## config.mk

```make
export PLATFORM = sky130hd
export DESIGN_NAME = tccb_ctrl
export DESIGN_NICKNAME = d
export VERILOG_FILES = /design/src/tccb_pkg.sv /design/src/tccb_ctrl.sv
export SDC_FILE = /design/constraint.sdc
export NUM_CORES = 1
export LEC_CHECK = 0
export ABC_AREA = 1
export BUFFER_PORTS_ARGS = -buffer_cell sky130_fd_sc_hd__buf_2
export CORE_MARGIN = 2
export CORE_UTILIZATION = 50
export DETAILED_ROUTE_END_ITERATION = 10
export GPL_TIMING_DRIVEN = 0
export HOLD_SLACK_MARGIN = 0.06
export PLACE_DENSITY = 0.76
export SLEW_MARGIN = 20
export SYNTH_ARGS = -nofsm -noshare
export SYNTH_HDL_FRONTEND = slang
export SYNTH_SLANG_ARGS = --single-unit
```

## constraint.sdc

```tcl
create_clock -name clk -period 5.4 [get_ports clk]
set_input_delay 0.54 -clock clk [delete_from_list [all_inputs] [get_ports clk]]
set_output_delay 0.54 -clock clk [all_outputs]
set_load 0.02 [all_outputs]
```

## src/tccb_pkg.sv

```systemverilog
package tccb_pkg;

  // Default store geometry
  localparam int ROWS_DEF = 25;
  localparam int COLS_DEF = 80;

  // Port field widths
  localparam int CELL_W = 16;
  localparam int ROW_W  = 5;
  localparam int COL_W  = 7;

  // Character codes with special meaning
  localparam logic [CELL_W-1:0] CH_BACKSPACE = 16'd8;
  localparam logic [CELL_W-1:0] CH_NEWLINE   = 16'd10;
  localparam logic [CELL_W-1:0] CH_RETURN    = 16'd13;
  localparam logic [CELL_W-1:0] CH_SPACE     = 16'd32;
  localparam logic [CELL_W-1:0] CH_NUL       = 16'd0;

  typedef enum logic {
    CMD_PUT  = 1'b0,
    CMD_READ = 1'b1
  } cmd_t;

  typedef struct packed {
    cmd_t              cmd;
    logic [CELL_W-1:0] char_code;
    logic [ROW_W-1:0]  read_row;
    logic [COL_W-1:0]  read_col;
  } in_item_t;

  typedef struct packed {
    logic [CELL_W-1:0] cell_value;
    logic [ROW_W-1:0]  cursor_row;
    logic [COL_W-1:0]  cursor_col;
  } out_item_t;

endpackage

```

## src/tccb_ctrl.sv

```systemverilog
module tccb_ctrl
  import tccb_pkg::*;
#(
  parameter int ROWS = ROWS_DEF,
  parameter int COLS = COLS_DEF,
  localparam int RW = $clog2(ROWS),
  localparam int CW = $clog2(COLS + 1),
  localparam int AW = RW + CW
) (
  input  logic              clk,
  input  logic              rst_n,
  input  logic              in_valid,
  output logic              in_stall,
  input  in_item_t          in_item,
  input  logic              res_free,
  output logic              res_valid,
  output out_item_t         res_item,
  output logic              mem_we,
  output logic [AW-1:0]     mem_waddr,
  output logic [CELL_W-1:0] mem_wdata,
  output logic [AW-1:0]     mem_raddr,
  input  logic [CELL_W-1:0] mem_rdata
);

  typedef enum logic [6:0] {
    S_CLEAR  = 7'b0000001,
    S_IDLE   = 7'b0000010,
    S_RDWAIT = 7'b0000100,
    S_PUT2   = 7'b0001000,
    S_SCROLL = 7'b0010000,
    S_FILL   = 7'b0100000,
    S_EMIT   = 7'b1000000
  } state_t;

  state_t            state_r, state_nxt;
  logic [RW-1:0]     row_r, row_nxt;
  logic [CW-1:0]     col_r, col_nxt;
  logic [RW-1:0]     sr_r, sr_nxt;
  logic [CW-1:0]     sc_r, sc_nxt;
  logic              pend_r, pend_nxt;
  logic [AW-1:0]     pend_addr_r, pend_addr_nxt;
  logic              rd_done_r, rd_done_nxt;
  logic [CELL_W-1:0] val_r, val_nxt;

  always_comb begin
    state_nxt     = state_r;
    row_nxt       = row_r;
    col_nxt       = col_r;
    sr_nxt        = sr_r;
    sc_nxt        = sc_r;
    pend_nxt      = pend_r;
    pend_addr_nxt = pend_addr_r;
    rd_done_nxt   = rd_done_r;
    val_nxt       = val_r;
    mem_we        = 1'b0;
    mem_waddr     = {row_r, col_r};
    mem_wdata     = CH_NUL;
    mem_raddr     = {sr_r, sc_r};
    unique case (state_r)
      S_CLEAR: begin
        // zero one cell per cycle, terminator slot included
        mem_we    = 1'b1;
        mem_waddr = {sr_r, sc_r};
        if (sc_r == CW'(COLS)) begin
          sc_nxt = '0;
          if (sr_r == RW'(ROWS - 1)) begin
            sr_nxt    = '0;
            state_nxt = S_IDLE;
          end else begin
            sr_nxt = sr_r + 1'b1;
          end
        end else begin
          sc_nxt = sc_r + 1'b1;
        end
      end
      S_IDLE: begin
        if (in_valid) begin
          val_nxt = CH_NUL;
          if (in_item.cmd == CMD_READ) begin
            if (32'(in_item.read_row) < ROWS && 32'(in_item.read_col) <= COLS) begin
              mem_raddr = {RW'(in_item.read_row), CW'(in_item.read_col)};
              state_nxt = S_RDWAIT;
            end else begin
              state_nxt = S_EMIT;
            end
          end else begin
            unique case (in_item.char_code) inside
              CH_BACKSPACE: begin
                if (col_r != '0) begin
                  col_nxt   = col_r - 1'b1;
                  mem_we    = 1'b1;
                  mem_waddr = {row_r, col_r - 1'b1};
                  mem_wdata = CH_SPACE;
                end
                state_nxt = S_EMIT;
              end
              CH_NEWLINE, CH_RETURN: begin
                col_nxt = '0;
                if (32'(row_r) + 1 >= ROWS) begin
                  sr_nxt      = RW'(1);
                  sc_nxt      = '0;
                  pend_nxt    = 1'b0;
                  rd_done_nxt = 1'b0;
                  state_nxt   = S_SCROLL;
                end else begin
                  row_nxt   = row_r + 1'b1;
                  state_nxt = S_EMIT;
                end
              end
              default: begin
                if (32'(col_r) < COLS) begin
                  mem_we    = 1'b1;
                  mem_waddr = {row_r, col_r};
                  mem_wdata = in_item.char_code;
                  col_nxt   = col_r + 1'b1;
                  state_nxt = S_PUT2;
                end else begin
                  state_nxt = S_EMIT;
                end
              end
            endcase
          end
        end
      end
      S_RDWAIT: begin
        val_nxt   = mem_rdata;
        state_nxt = S_EMIT;
      end
      S_PUT2: begin
        // terminate after the stored character
        mem_we    = 1'b1;
        mem_waddr = {row_r, col_r};
        mem_wdata = CH_NUL;
        state_nxt = S_EMIT;
      end
      S_SCROLL: begin
        // write the cell read last cycle one row up, read the next one
        if (pend_r) begin
          mem_we    = 1'b1;
          mem_waddr = pend_addr_r;
          mem_wdata = mem_rdata;
        end
        if (!rd_done_r) begin
          mem_raddr     = {sr_r, sc_r};
          pend_nxt      = 1'b1;
          pend_addr_nxt = {sr_r - 1'b1, sc_r};
          if (sc_r == CW'(COLS - 1)) begin
            sc_nxt = '0;
            if (sr_r == RW'(ROWS - 1)) begin
              rd_done_nxt = 1'b1;
            end else begin
              sr_nxt = sr_r + 1'b1;
            end
          end else begin
            sc_nxt = sc_r + 1'b1;
          end
        end else begin
          pend_nxt = 1'b0;
          if (!pend_r) begin
            sc_nxt    = '0;
            state_nxt = S_FILL;
          end
        end
      end
      S_FILL: begin
        mem_we    = 1'b1;
        mem_waddr = {RW'(ROWS - 1), sc_r};
        mem_wdata = CH_SPACE;
        if (sc_r == CW'(COLS - 1)) begin
          state_nxt = S_EMIT;
        end else begin
          sc_nxt = sc_r + 1'b1;
        end
      end
      S_EMIT: begin
        if (res_free) begin
          state_nxt = S_IDLE;
        end
      end
      default: begin
        state_nxt = S_IDLE;
      end
    endcase
  end

  always_ff @(posedge clk) begin
    if (!rst_n) begin
      state_r   <= S_CLEAR;
      row_r     <= '0;
      col_r     <= '0;
      sr_r      <= '0;
      sc_r      <= '0;
      pend_r    <= 1'b0;
      rd_done_r <= 1'b0;
    end else begin
      state_r   <= state_nxt;
      row_r     <= row_nxt;
      col_r     <= col_nxt;
      sr_r      <= sr_nxt;
      sc_r      <= sc_nxt;
      pend_r    <= pend_nxt;
      rd_done_r <= rd_done_nxt;
    end
  end

  always_ff @(posedge clk) begin
    pend_addr_r <= pend_addr_nxt;
    val_r       <= val_nxt;
  end

  assign in_stall  = (state_r != S_IDLE);
  assign res_valid = (state_r == S_EMIT);
  assign res_item  = '{cell_value: val_r,
                       cursor_row: ROW_W'(row_r),
                       cursor_col: COL_W'(col_r)};

  a_scroll_writes_pending: assert property (@(posedge clk) disable iff (!rst_n)
    (state_r == S_SCROLL && pend_r) |-> mem_we)
    else $error("pending scroll cell not written");

  a_col_in_range: assert property (@(posedge clk) disable iff (!rst_n)
    (32'(col_r) <= COLS))
    else $error("cursor column beyond terminator slot");

  a_fill_on_last_row: assert property (@(posedge clk) disable iff (!rst_n)
    (state_r == S_FILL) |-> (row_r == RW'(ROWS - 1) && col_r == '0))
    else $error("fill with cursor off the last row start");

  a_clear_leaves_home: assert property (@(posedge clk) disable iff (!rst_n)
    (state_r == S_CLEAR && state_nxt == S_IDLE) |=> (row_r == '0 && col_r == '0))
    else $error("cursor not home after clear pass");

endmodule

```

Yosys cells after proc, flatten, opt, wreduce, memory -nomap -nowiden
Cells that the tools add are included.
- bitwise gates (word level): 3
- eq/ne operators: 30
- $lt $le $gt $ge: 4
- add/subtract/negate cells: 7
- muxes and demuxes: 72
- reductions and logical operators: 18
- operators with widths (kind ; count):
    $mux W7 ; 26
    $mux W16 ; 5
    $pmux W16 S2 ; 2
    $mux W12 ; 5
    $eq A16 B4 Y1 const B ; 3
    $pmux W12 S4 ; 1
    $pmux W16 S3 ; 1
    $mux W5 ; 9
    $pmux W7 S6 ; 1
    $ne A2 B2 Y1 const B ; 14
    $pmux W7 S2 ; 2
    $pmux W7 S4 ; 1
    $eq A7 B7 Y1 const B ; 3
    $pmux W5 S3 ; 1
    $reduce_and A5 Y1 ; 3
    $add A7 B1 Y7 const B ; 2
    $reduce_and A7 Y1 ; 2
    $mux W1 ; 13
    $add A5 B1 Y5 const B ; 2
    $reduce_and A9 Y1 ; 1
    $eq A7 B1 Y1 const B ; 1
    $eq A7 B2 Y1 const B ; 1
    $eq A7 B3 Y1 const B ; 1
    $eq A7 B4 Y1 const B ; 1
    25 further kinds ; 33
- input port bits: 49
- output and inout bits: 71
- logic and storage cells: 143
- bits in registers: 61

Depth between registers and ports, before layout
Gate-level depths: netlist of the first run.
- depth after elaboration: 7
- mapped depth: 13
- depth with buffers taken out: 13

Worst setup path before layout of the first run
No wires, ideal clock.
- path type: input to output
- start: input in_item[27] (netlist bit)
- end: output mem_wdata[5]
- buffers on the path: 0
- slack: 3.052 ns
- data required time: 4.860 ns
- arrival time: 1.808 ns
- cell stages on the path: 9
- cells stage by stage: nor2_1 nand2_1 nor2_4 nand3b_4 nand2_2 nor2_1 nor2_2 nand2_1 o21ai_1
- cells in the longest elaborated chain, start to end: 6
- elaborated cells between the ends (all ways): 8
- those cells by class: 3 x eq/ne; 4 x mux; 1 x reduce/logical
- RTL lines (what ; RTL line ; RTL):
    start, declared ; tccb_ctrl.sv:14 ; input in_item_t in_item,
    $eq A16 B4 Y1 (no line) ; n/a ;
    $reduce_or A2 Y1 ; tccb_ctrl.sv:87 ; unique case (in_item.char_code) inside
    $pmux W16 S2 (*) ; tccb_ctrl.sv:87 ;
    $mux W16 (*) ; tccb_ctrl.sv:79 ; if (in_item.cmd == CMD_READ) begin
    $mux W16 (*) ; tccb_ctrl.sv:77 ; if (in_valid) begin
    $pmux W16 S3 (*) ; tccb_ctrl.sv:59 ; unique case (state_r)
    end, declared ; tccb_ctrl.sv:20 ; output logic [CELL_W-1:0] mem_wdata,
Mark *: on every way between the ends. The rest lies on a longest branch, timed or not.

Worst setup path in the final report of the first run
- start: register state_r[2]
- end: output mem_waddr[4]
- cells in the longest elaborated chain, start to end: 2
- elaborated cells between the ends (all ways): 5
- those cells by class: 4 x eq/ne; 1 x mux
- RTL lines (what ; RTL line ; RTL):
    start, declared ; tccb_ctrl.sv:35 ; state_t state_r, state_nxt;
    start signal, assigned ; tccb_ctrl.sv:196 ; state_r <= state_nxt;
    $eq A7 B6 Y1 (tied with other cells) ; tccb_ctrl.sv:59 ;
    $pmux W12 S4 (*) ; tccb_ctrl.sv:59 ;
    end, declared ; tccb_ctrl.sv:19 ; output logic [AW-1:0] mem_waddr,
Marks and branches as above.

==> results.toml, run 1 <==
[grt]
grt_antenna_before_repair = 0
grt_overflow = 0
grt_usage = 0.2730
grt_pass1_vias = 4496
grt_pass1_wl_mm = 21.46
grt_max_degree = 17

[clock_tree]
ctsResizeCount = 0
worstSkewPairLatency_ns = 0.35
clk_pin_slew_ns = 0.07
cts_root_buf = "clkbuf_8"
cts-buffers-inserted = 9
clk_path_buf_depth = 2
cts_max_level = 3
post_cts_buffers = 0
cts_tree = "done"
hold_buffers = 0
cts.sinks = 61

[place]
post-dp-hpwl_mm = 10.47
place.gp.congestion = 0.9241
io_buffers = 119
dp.cells = 895

[power]
p_total_uw = 981.6
ir_drop_uv = 117.6
p_leak_nw = 2.653
p_per_area_nw_per_um2 = 181.6

[timing]
hold_viol = 0
slew_headroom = 0.5803
rsz0062_at_grt = "false"
worstMarginPinSlew_ns = 0.6280
clock_skew_ns = 0.006593
setup_viol = 0
slew_violations = 0
whs_ns = 0.4295
period_share = 0.5501
fin_crit_ns = 2.970
fmax_mhz = 336.6
setup_tns_ns = 0

[min_path]
min_path_type = "reg -> reg"

[floorplan]
dieHeight_um = 98.59
rows = 34
dieWidth_um = 98.59
dieArea_um2 = 9719
core_um2 = 8678
ios = 120
initial_core_util = 0.5154

[route]
route.met3.wl_um = 945
antenna_left = 0
firstDrtPassIters = 5
routed.top_layer = "met4"
dr_wl_met2_mm = 6.504
routed_via_density = 5.332
routedWlPerCell_um = 14.60
vias = 4857
drc_errors = 0
totalWireLength_mm = 13.31
first_iter_violations = 286
wl_met1_mm = 5.593

[setup_path]
critPathArrivalTime_ns = 2.43
worst-setup-path-type = "reg -> out"
cp.required_ns = 4.86
worstSetupEndpointType = "output pin"
crit_path_max_fanout = 10
critPathLaunchType = "flop"

[yosys]
synth-compound-area-share = 0.1194
synth_top_family_by_area = "simple AND/OR/NAND/NOR gates"
synth.most_common_cell = "nand2_1"
ys.flop_type = "dfxtp_1"
ys_seq_elements = 61
syn_nets = 727
avgSynthCellArea_um2 = 6.696
ys_types = 37
syn_area_um2 = 4473
synth_area_leaders = "edfxtp_1, dfxtp_1, nand2_1"
synth_xor_xnor_area_share = 0.02741
synth_common_cells = "nand2_1, inv_1, nor2_1, nand3_1, o21ai_0"
synth.mux.area_fraction = 0
synth_largest_area_cell = "edfxtp_1"
synth.top_cell.area_share = 0.1880
synth_edf_count = 28
yosysSeqAreaShare = 0.3357
synthCells = 668
yosysWarnings = 0
async_flop_share = 0
yosys.area_share.simple = 0.3835
synth_adder_area_share = 0.02797

[finish]
final_util = 0.6228
final_cells = 911
drive_gt1_frac = 0.2279
antenna_cells = 0
area_delta_synth_final_pct = 20.84
fin_nets = 857

[job]
max_cap_viol_count = 0

[status]
outcome = "finished clean"
-- layout by cell type (no fill, tap or decap), drive strengths merged --
master,synthesis,routed
o22ai,5,5
nor4,1,1
xnor2,2,2
nor2,106,106
dfxtp,33,33
o21ai,55,55
edfxtp,28,28
clkinv,0,3
xor2,12,12
a31oi,1,1
bufinv,0,1
nand4,20,20
nand3,58,58
o221ai,3,3
nand3b,1,1
clkinvlp,0,1
ha,10,10
inv,102,102
nor3b,1,1
clkbuf,9,20
nor3,6,6
o211ai,5,5
a21oi,30,30
or2,1,1
nand2,170,170
buf,8,127
a21boi,1,1
-- cells by family after synthesis --
logic type / Yosys count
xor gates and xnor gates: 14
and+or+nand+nor: 364
adders and majority gates: 10
buffers and inverters: 119
DFF: 61
AOI/OAI and AO/OA: 100
-- where the power goes --
| group | leakage [nW] | switching, mW | internal, mW |
|---|---|---|---|
| logic | 2.03 | 0.0441 | 0.0273 |
| clock network | 0.0995 | 0.200 | 0.227 |
| registers | 0.520 | 0.00292 | 0.481 |
-- worst max-delay path, stage by stage (launching register included) --
cell      delay [ns]
dfxtp_1         0.36
nor2_2          0.16
nand2_1         0.15
nor2_1          0.28
buf_4           0.24
nand2_1         0.06
nand2_1         0.16
inv_1           0.06
nand2_1         0.21
nand2_1         0.08
o211ai_1        0.11
buf_2           0.21
-- per-layer routing --
| layer | GRT usage | vias to the layer above |
|---|---|---|
| li1 | - | 2426 |
| met1 | 0.3386 | 2176 |
| met2 | 0.4819 | 230 |
| met3 | 0.04397 | 25 |
| met4 | 0.09484 | 0 |
| met5 | 0 | - |
-- final timing paths --
path                            slack [ns]  startpoint  depth (start not counted)        endpoint
worst max-delay path                  2.43  state_r[2]                         11    mem_waddr[4]
worst min-delay path                  0.43     sc_r[3]                          0  pend_addr_r[3]
worst max register to register        3.17  state_r[6]                          6        val_r[4]
worst min register to register        0.43     sc_r[3]                          0  pend_addr_r[3]
-- layout make-up --
type                       count  area (um2)
inverter                     102       382.9
timing repair buffer         119       595.6
tap                          108       135.1
clock buffer                  11       141.4
buffer                        17       91.34
fill                         803        3273
sequential                    61        1501
multi-input combinational    488        2497
clock inverter                 5       60.06
-- registers in the layout, indices dropped and copies added, names as in the netlist --
name and cells:
val_r 16, pend_addr_r 12, col_r 7, sc_r 7, state_r 7, row_r 5, sr_r 5, pend_r 1
rd_done_r 1
-- stage by stage --
stage | area, um2 | setup slack [ns]
after global placement | 5204 | 2.688
after detailed placement | 5204 | 2.676
after floorplan | 4473 | 3.052
final | 5405 | 2.430
after global routing | 5405 | 2.268
after CTS | 5405 | 2.515
No activity file was read; power rests on OpenSTA's default activity.
==> run 2: changes to the inputs <==
--- a/config.mk
+++ b/config.mk
@@ -5,14 +5,14 @@
 export SDC_FILE = /design/constraint.sdc
 export NUM_CORES = 1
 export LEC_CHECK = 0
-export ABC_AREA = 1
+export ABC_AREA = 0
 export BUFFER_PORTS_ARGS = -buffer_cell sky130_fd_sc_hd__buf_2
 export CORE_MARGIN = 2
-export CORE_UTILIZATION = 50
+export CORE_UTILIZATION = 47
 export DETAILED_ROUTE_END_ITERATION = 10
 export GPL_TIMING_DRIVEN = 0
 export HOLD_SLACK_MARGIN = 0.06
-export PLACE_DENSITY = 0.76
+export PLACE_DENSITY = 0.77
 export SLEW_MARGIN = 20
 export SYNTH_ARGS = -nofsm -noshare
 export SYNTH_HDL_FRONTEND = slang
==> constraint.sdc (replaced) <==
create_clock -name clk -period 2.4 [get_ports clk]
set_input_delay 0.24 -clock clk [delete_from_list [all_inputs] [get_ports clk]]
set_output_delay 0.24 -clock clk [all_outputs]
set_load 0.02 [all_outputs]
==> run 2 against run 1 <==
- the run now ends with setup timing left
- design area grew 15%
- area after synthesis shrank 9.1%
- wire length grew 14%
- first-iteration DRC count grew 36%
- setup slack lost 3.0 ns
- critical endpoint is now mem_waddr[6]
- largest cell class unchanged
- highest routed layer unchanged
==> results.toml, run 2 <==
[route]
drc_errors = 0
routed_via_density = 6.379
routedWlPerCell_um = 20.27
totalWireLength_mm = 15.23
firstDrtPassIters = 5
antenna_left = 0
vias = 4791
first_iter_violations = 390

[timing]
slew_headroom = 0.4775
setup_viol = 49
fmax_mhz = 340.7
period_share = 1.223
hold_viol = 0
fin_crit_ns = 2.935
setup_slack_ns = -0.5353
slew_violations = 0
rsz0062_at_grt = "true"
worstMarginPinSlew_ns = 0.7755
clock_skew_ns = 0.01338

[finish]
mostFrequentLayoutCells = "buf_2, buf_6, nand2_1, buf_4, dfxtp_1"
largest_reg_flops = 16
drive_gt1_frac = 0.4412
final_cells = 751
fillCellCount = 567
max_flop_register = "val_r"
fin_nets = 700
area_delta_synth_final_pct = 52.39
final_common_cell = "buf_2"
antenna_cells = 0
largest_registers = "val_r (16), pend_addr_r (12)"

[setup_path]
cp_top_family = "simple AND/OR/NAND/NOR gates"
critPathLaunchType = "flop"
r2r_cells = 8
crit_path_max_fanout = 4
critPathArrivalTime_ns = 2.70
worst-setup-path-type = "reg -> out"
r2r_slack_ns = -0.50
max_stage_delay_ns = 0.56
cpMostUsedCell = "buf_6"
r2r_end = "row_r[4]"
worstReg2RegStart = "state_r[4]"
worstSetupEndpointType = "output pin"
cp.buffers_inverters = 4
cp.required_ns = 2.16
critical-path-slowest-cell = "or4_4"
crit_chain = "or4_4 -> buf_6 -> or4b_4 -> o21ai_4 -> buf_4 -> buf_6 -> o221ai_1 -> buf_2"

[min_path]
min_delay_path_depth = 2
min_to = "val_r[5]"
min_path_type = "in -> reg"
min_from = "mem_rdata[5]"

[grt]
grt_pass1_wl_mm = 23.48
grt_usage = 0.3083
grt_max_degree = 14
grt_pass1_vias = 4603
grt_overflow = 0
grt_antenna_before_repair = 0

[yosys]
async_flop_share = 0
synth_edf_count = 28
synth_largest_area_cell = "edfxtp_1"
synth.most_common_cell = "nand2_1"
syn_area_um2 = 4065
ys_seq_elements = 61
ys.flop_type = "dfxtp_1"
synth_area_leaders = "edfxtp_1, dfxtp_1, a22o_1"
synthCells = 468
synth_common_cells = "nand2_1, dfxtp_1, edfxtp_1, o21ai_0, clkbuf_1"
avgSynthCellArea_um2 = 8.686
ys_types = 67
yosysWarnings = 0
synth.top_cell.area_share = 0.2068
yosysSeqAreaShare = 0.3693
syn_nets = 527

[power]
ir_drop_uv = 221.1
p_per_area_nw_per_um2 = 334.1
p_leak_nw = 2.686

[clock_tree]
clk_pin_slew_ns = 0.07
worstSkewPairLatency_ns = 0.35
cts-buffers-inserted = 9
cts_tree = "done"
cts_max_level = 3
cts.sinks = 61
clk_path_buf_depth = 2
hold_buffers = 0
cts_root_buf = "clkbuf_8"

[floorplan]
dieArea_um2 = 9409
core_um2 = 8299
initial_core_util = 0.4898
ios = 120
dieHeight_um = 97
dieWidth_um = 97
rows = 33

[status]
violations = "setup timing"
outcome = "finished, violations left"

[place]
io_buffers = 119
place.gp.congestion = 0.9660
dp.cells = 694
post-dp-hpwl_mm = 9.900
dp_slack_ns = -0.9808

[job]
max_cap_viol_count = 0
[run 2: cell count changes after synthesis, moves of 17 or more]
| cell | change |
|---|---|
| nand2_1 | -115 |
| inv_1 | -76 |
| nor2_1 | -68 |
| nand3_1 | -35 |
| and2_1 | +22 |
| a22o_1 | +21 |
| clkbuf_1 | +17 |
[run 2: power by group]
part / internal [mW] / total (mW) / switching [mW]
Combinational: 0.0630 / 0.156 / 0.0928
Clock: 0.394 / 0.826 / 0.432
Sequential: 1.08 / 1.09 / 0.00894
Total: 1.54 / 2.07 / 0.534
[run 2: through the flow]
stage / power [mW] / instance area, um2 / TNS (ns) / util / hold slack [ns]
final: 2.070 / 6195 / -14.67 / 0.7464 / 0.1939
after global routing: 2.127 / 6195 / -17.67 / 0.7464 / 0.1942
after CTS: 2.040 / 5847 / -10.62 / 0.7045 / 0.1951
after detailed placement: 1.247 / 4918 / -33.00 / 0.5926 / 0.5290
after global placement: 1.242 / 4902 / -41.53 / 0.5907 / 0.5149
after floorplan: 1.162 / 4175 / -2.414 / - / 0.3818
[run 2: cell families (layout without fill, tap and decap cells)]
logic type | after synthesis | in the layout | synth area share
xor+xnor | 13 | 13 | 0.02801
simple gates | 193 | 193 | 0.2613
buf+inv | 49 | 226 | 0.04924
flops | 61 | 61 | 0.3693
compound gates | 130 | 131 | 0.2293
mux | 12 | 12 | 0.03201
fa+ha+maj | 10 | 10 | 0.03078
[run 2: layout make-up]
| type | count | area, um2 | share of cell area |
|---|---|---|---|
| clock inverters | 5 | 27.53 | 0.004444 |
| clock buffers | 11 | 141.4 | 0.02282 |
| well taps | 105 | 131.4 | 0.02121 |
| multi-input cells | 359 | 2910 | 0.4698 |
| plain buffers | 23 | 175.2 | 0.02828 |
| inverters | 21 | 81.33 | 0.01313 |
| flip-flops and latches | 61 | 1514 | 0.2444 |
| repair buffers | 166 | 1214 | 0.1959 |
[run 2: worst max path at each step]
stage	from	to	slack [ns]	cells past startpoint
floorplan	state_r[4]	row_r[4]	-0.19	8
global placement	in_item[17]	mem_waddr[3]	-0.97	9
detailed placement	in_item[24]	mem_waddr[3]	-0.98	9
CTS	state_r[4]	mem_waddr[2]	-0.46	7
global route	state_r[4]	mem_waddr[6]	-0.57	11
finish	state_r[4]	mem_waddr[6]	-0.54	8
[run 2: per-layer routing]
layer | global-route usage | share of wire
met1 | 0.3771 | 0.38
met2 | 0.5406 | 0.49
met3 | 0.05853 | 0.088
met4 | 0.1094 | 0.037
met5 | 0 | 0
[run 2: what timing repair did]
item	4_1_cts	5_1_grt
gates cloned	2	0
gates resized for setup	147	72
pin swaps	17	22
buffers inserted	30	16
setup endpoints to repair	90	75
==> run 3: changes to the inputs <==
--- a/config.mk
+++ b/config.mk
@@ -5,14 +5,14 @@
 export SDC_FILE = /design/constraint.sdc
 export NUM_CORES = 1
 export LEC_CHECK = 0
-export ABC_AREA = 0
+export ABC_AREA = 1
 export BUFFER_PORTS_ARGS = -buffer_cell sky130_fd_sc_hd__buf_2
 export CORE_MARGIN = 2
-export CORE_UTILIZATION = 47
+export CORE_UTILIZATION = 49
 export DETAILED_ROUTE_END_ITERATION = 10
 export GPL_TIMING_DRIVEN = 0
 export HOLD_SLACK_MARGIN = 0.06
-export PLACE_DENSITY = 0.77
+export PLACE_DENSITY = 0.78
 export SLEW_MARGIN = 20
 export SYNTH_ARGS = -nofsm -noshare
 export SYNTH_HDL_FRONTEND = slang
==> run 3 against run 2 <==
- the run now ends clean
- cell count is 22% higher
- register-to-register slack better by 0.89 ns
- die area is 5.3% higher
- critical endpoint is now mem_waddr[4]
==> results.toml, run 3 (same netlist as run 1, synthesis figures left out) <==
[timing]
rsz0062_at_grt = "true"
hold_viol = 0
clock_skew_ns = 0.01052
setup_tns_ns = 0
slew_headroom = 0.5906
setup_slack_ns = 0.05019
worstMarginPinSlew_ns = 0.6141
period_share = 0.9791
setup_viol = 0
slew_violations = 0
fmax_mhz = 425.6
fin_crit_ns = 2.350

[route]
dr_wl_met2_mm = 6.447
routed_via_density = 5.345
route.met3.wl_mm = 1.103
wl_met1_mm = 5.506
drc_errors = 0
firstDrtPassIters = 5
totalWireLength_mm = 13.26
first_iter_violations = 288
routedWlPerCell_um = 14.43
antenna_left = 0
vias = 4912
routed.top_layer = "met4"

[finish]
max_flop_register = "val_r"
largest_registers = "val_r (16), pend_addr_r (12)"
mostFrequentLayoutCells = "nand2_1, buf_2, inv_1, nor2_1, nand3_1"
drive_gt1_frac = 0.2651
largest_reg_flops = 16
antenna_cells = 0
fillCellCount = 786
final_common_cell = "nand2_1"
fin_nets = 866
final_util = 0.6338
area_delta_synth_final_pct = 24.78

[clock_tree]
worstSkewPairLatency_ns = 0.35
cts-buffers-inserted = 9
cts_max_level = 3
cts.sinks = 61
cts_tree = "done"
clk_path_buf_depth = 2
clk_pin_slew_ns = 0.07
cts_root_buf = "clkbuf_8"

[setup_path]
critPathArrivalTime_ns = 2.11
crit_chain = "inv_2 -> nand2_2 -> nor2_4 -> nand2_4 -> nand2_4 -> inv_4 -> nand2_4 -> nand2_2 -> inv_1 -> nand2_2 -> nand2_1 -> o211ai_1 -> buf_4"
critPathLaunchType = "flop"
cp_top_family = "simple AND/OR/NAND/NOR gates"
max_stage_delay_ns = 0.35
cp.required_ns = 2.16
worst-setup-path-type = "reg -> out"
crit_path_max_fanout = 7
critical-path-slowest-cell = "dfxtp_2"
cp.buffers_inverters = 4
worstSetupEndpointType = "output pin"

[grt]
grt_antenna_before_repair = 0
grt_max_degree = 17
grt_pass1_wl_mm = 21.27
grt_overflow = 0
grt_pass1_vias = 4517
grt_usage = 0.2647

[floorplan]
rows = 34
dieWidth_um = 99.55
dieArea_um2 = 9909
ios = 120
core_um2 = 8806
dieHeight_um = 99.55
initial_core_util = 0.5080

[place]
io_buffers = 119
dp_slack_ns = 0.1592
post-dp-hpwl_mm = 10.24
place.gp.congestion = 0.9484

[min_path]
min_path_type = "in -> reg"

[power]
ir_drop_uv = 215.0
p_leak_nw = 2.709
p_total_mw = 2.239
p_per_area_nw_per_um2 = 401.1

[status]
outcome = "finished clean"

[job]
max_cap_viol_count = 0
run 3: cell types whose count changed in the layout (fill, tap and decap cells not counted), sizes merged, moves of 13 or more:
cell    previous run  this run
nand2             44       170
nor2              22       106
inv               21       102
nand3             19        58
buf              171       139
o21ai             28        55
and2              22         0
a22o              21         0
clkbuf            29        16
run 3: what timing repair did:
| action | CTS | global route |
|---|---|---|
| pin swaps | 1 | 6 |
| cloned | 0 | 0 |
| resized for setup | 12 | 29 |
| setup endpoints to repair | 28 | 56 |
| setup buffers | 1 | 9 |
| hold buffers | 0 | 0 |
run 3: stage by stage:
stage	hold slack (ns)	cells	instance area [um2]
floorplan	0.3784	668	4473
global placement	0.4105	895	5204
detailed placement	0.4129	895	5204
CTS	0.1683	911	5444
global route	0.2000	919	5582
finish	0.1725	919	5582
run 3: area by class of cell:
| class | instances | area (um2) | area share |
|---|---|---|---|
| repair buffers | 129 | 675.6 | 0.1210 |
| multi-input cells | 488 | 2570 | 0.4604 |
| inverters | 102 | 387.9 | 0.06949 |
| flip-flops and latches | 61 | 1515 | 0.2715 |
| clock buffers | 10 | 127.6 | 0.02286 |
| clock inverters | 5 | 76.32 | 0.01367 |
| well taps | 108 | 135.1 | 0.02421 |
| plain buffers | 16 | 93.84 | 0.01681 |
run 3: layer usage:
| metal | up-vias | global-route usage |
|---|---|---|
| met4 | 0 | 0.06639 |
| met1 | 2197 | 0.3313 |
| met3 | 22 | 0.04498 |
| li1 | 2444 | - |
| met2 | 249 | 0.4735 |
| met5 | - | 0 |
run 3: tightest hold or removal path, cell delays in order:
cell	delay, ns
buf_2	0.13
o21ai_0	0.07
a21oi_1	0.04
run 3: path summary, 6_finish.rpt:
check	start	endpoint	slack (ns)	depth (start not counted)
min reg2reg	sc_r[3]	pend_addr_r[3]	0.42	0
min	rst_n	state_r[6]	0.17	3
max reg2reg	state_r[6]	val_r[12]	0.39	6
max	state_r[6]	mem_waddr[4]	0.05	13
run 3: report_power, final:
| part | leakage [nW] | total, mW | internal [mW] | switching, mW |
|---|---|---|---|---|
| Clock | 0.0998 | 0.994 | 0.574 | 0.420 |
| Sequential | 0.524 | 1.09 | 1.08 | 0.00675 |
| Combinational | 2.09 | 0.158 | 0.0613 | 0.0964 |
| Total | 2.71 | 2.24 | 1.72 | 0.523 |
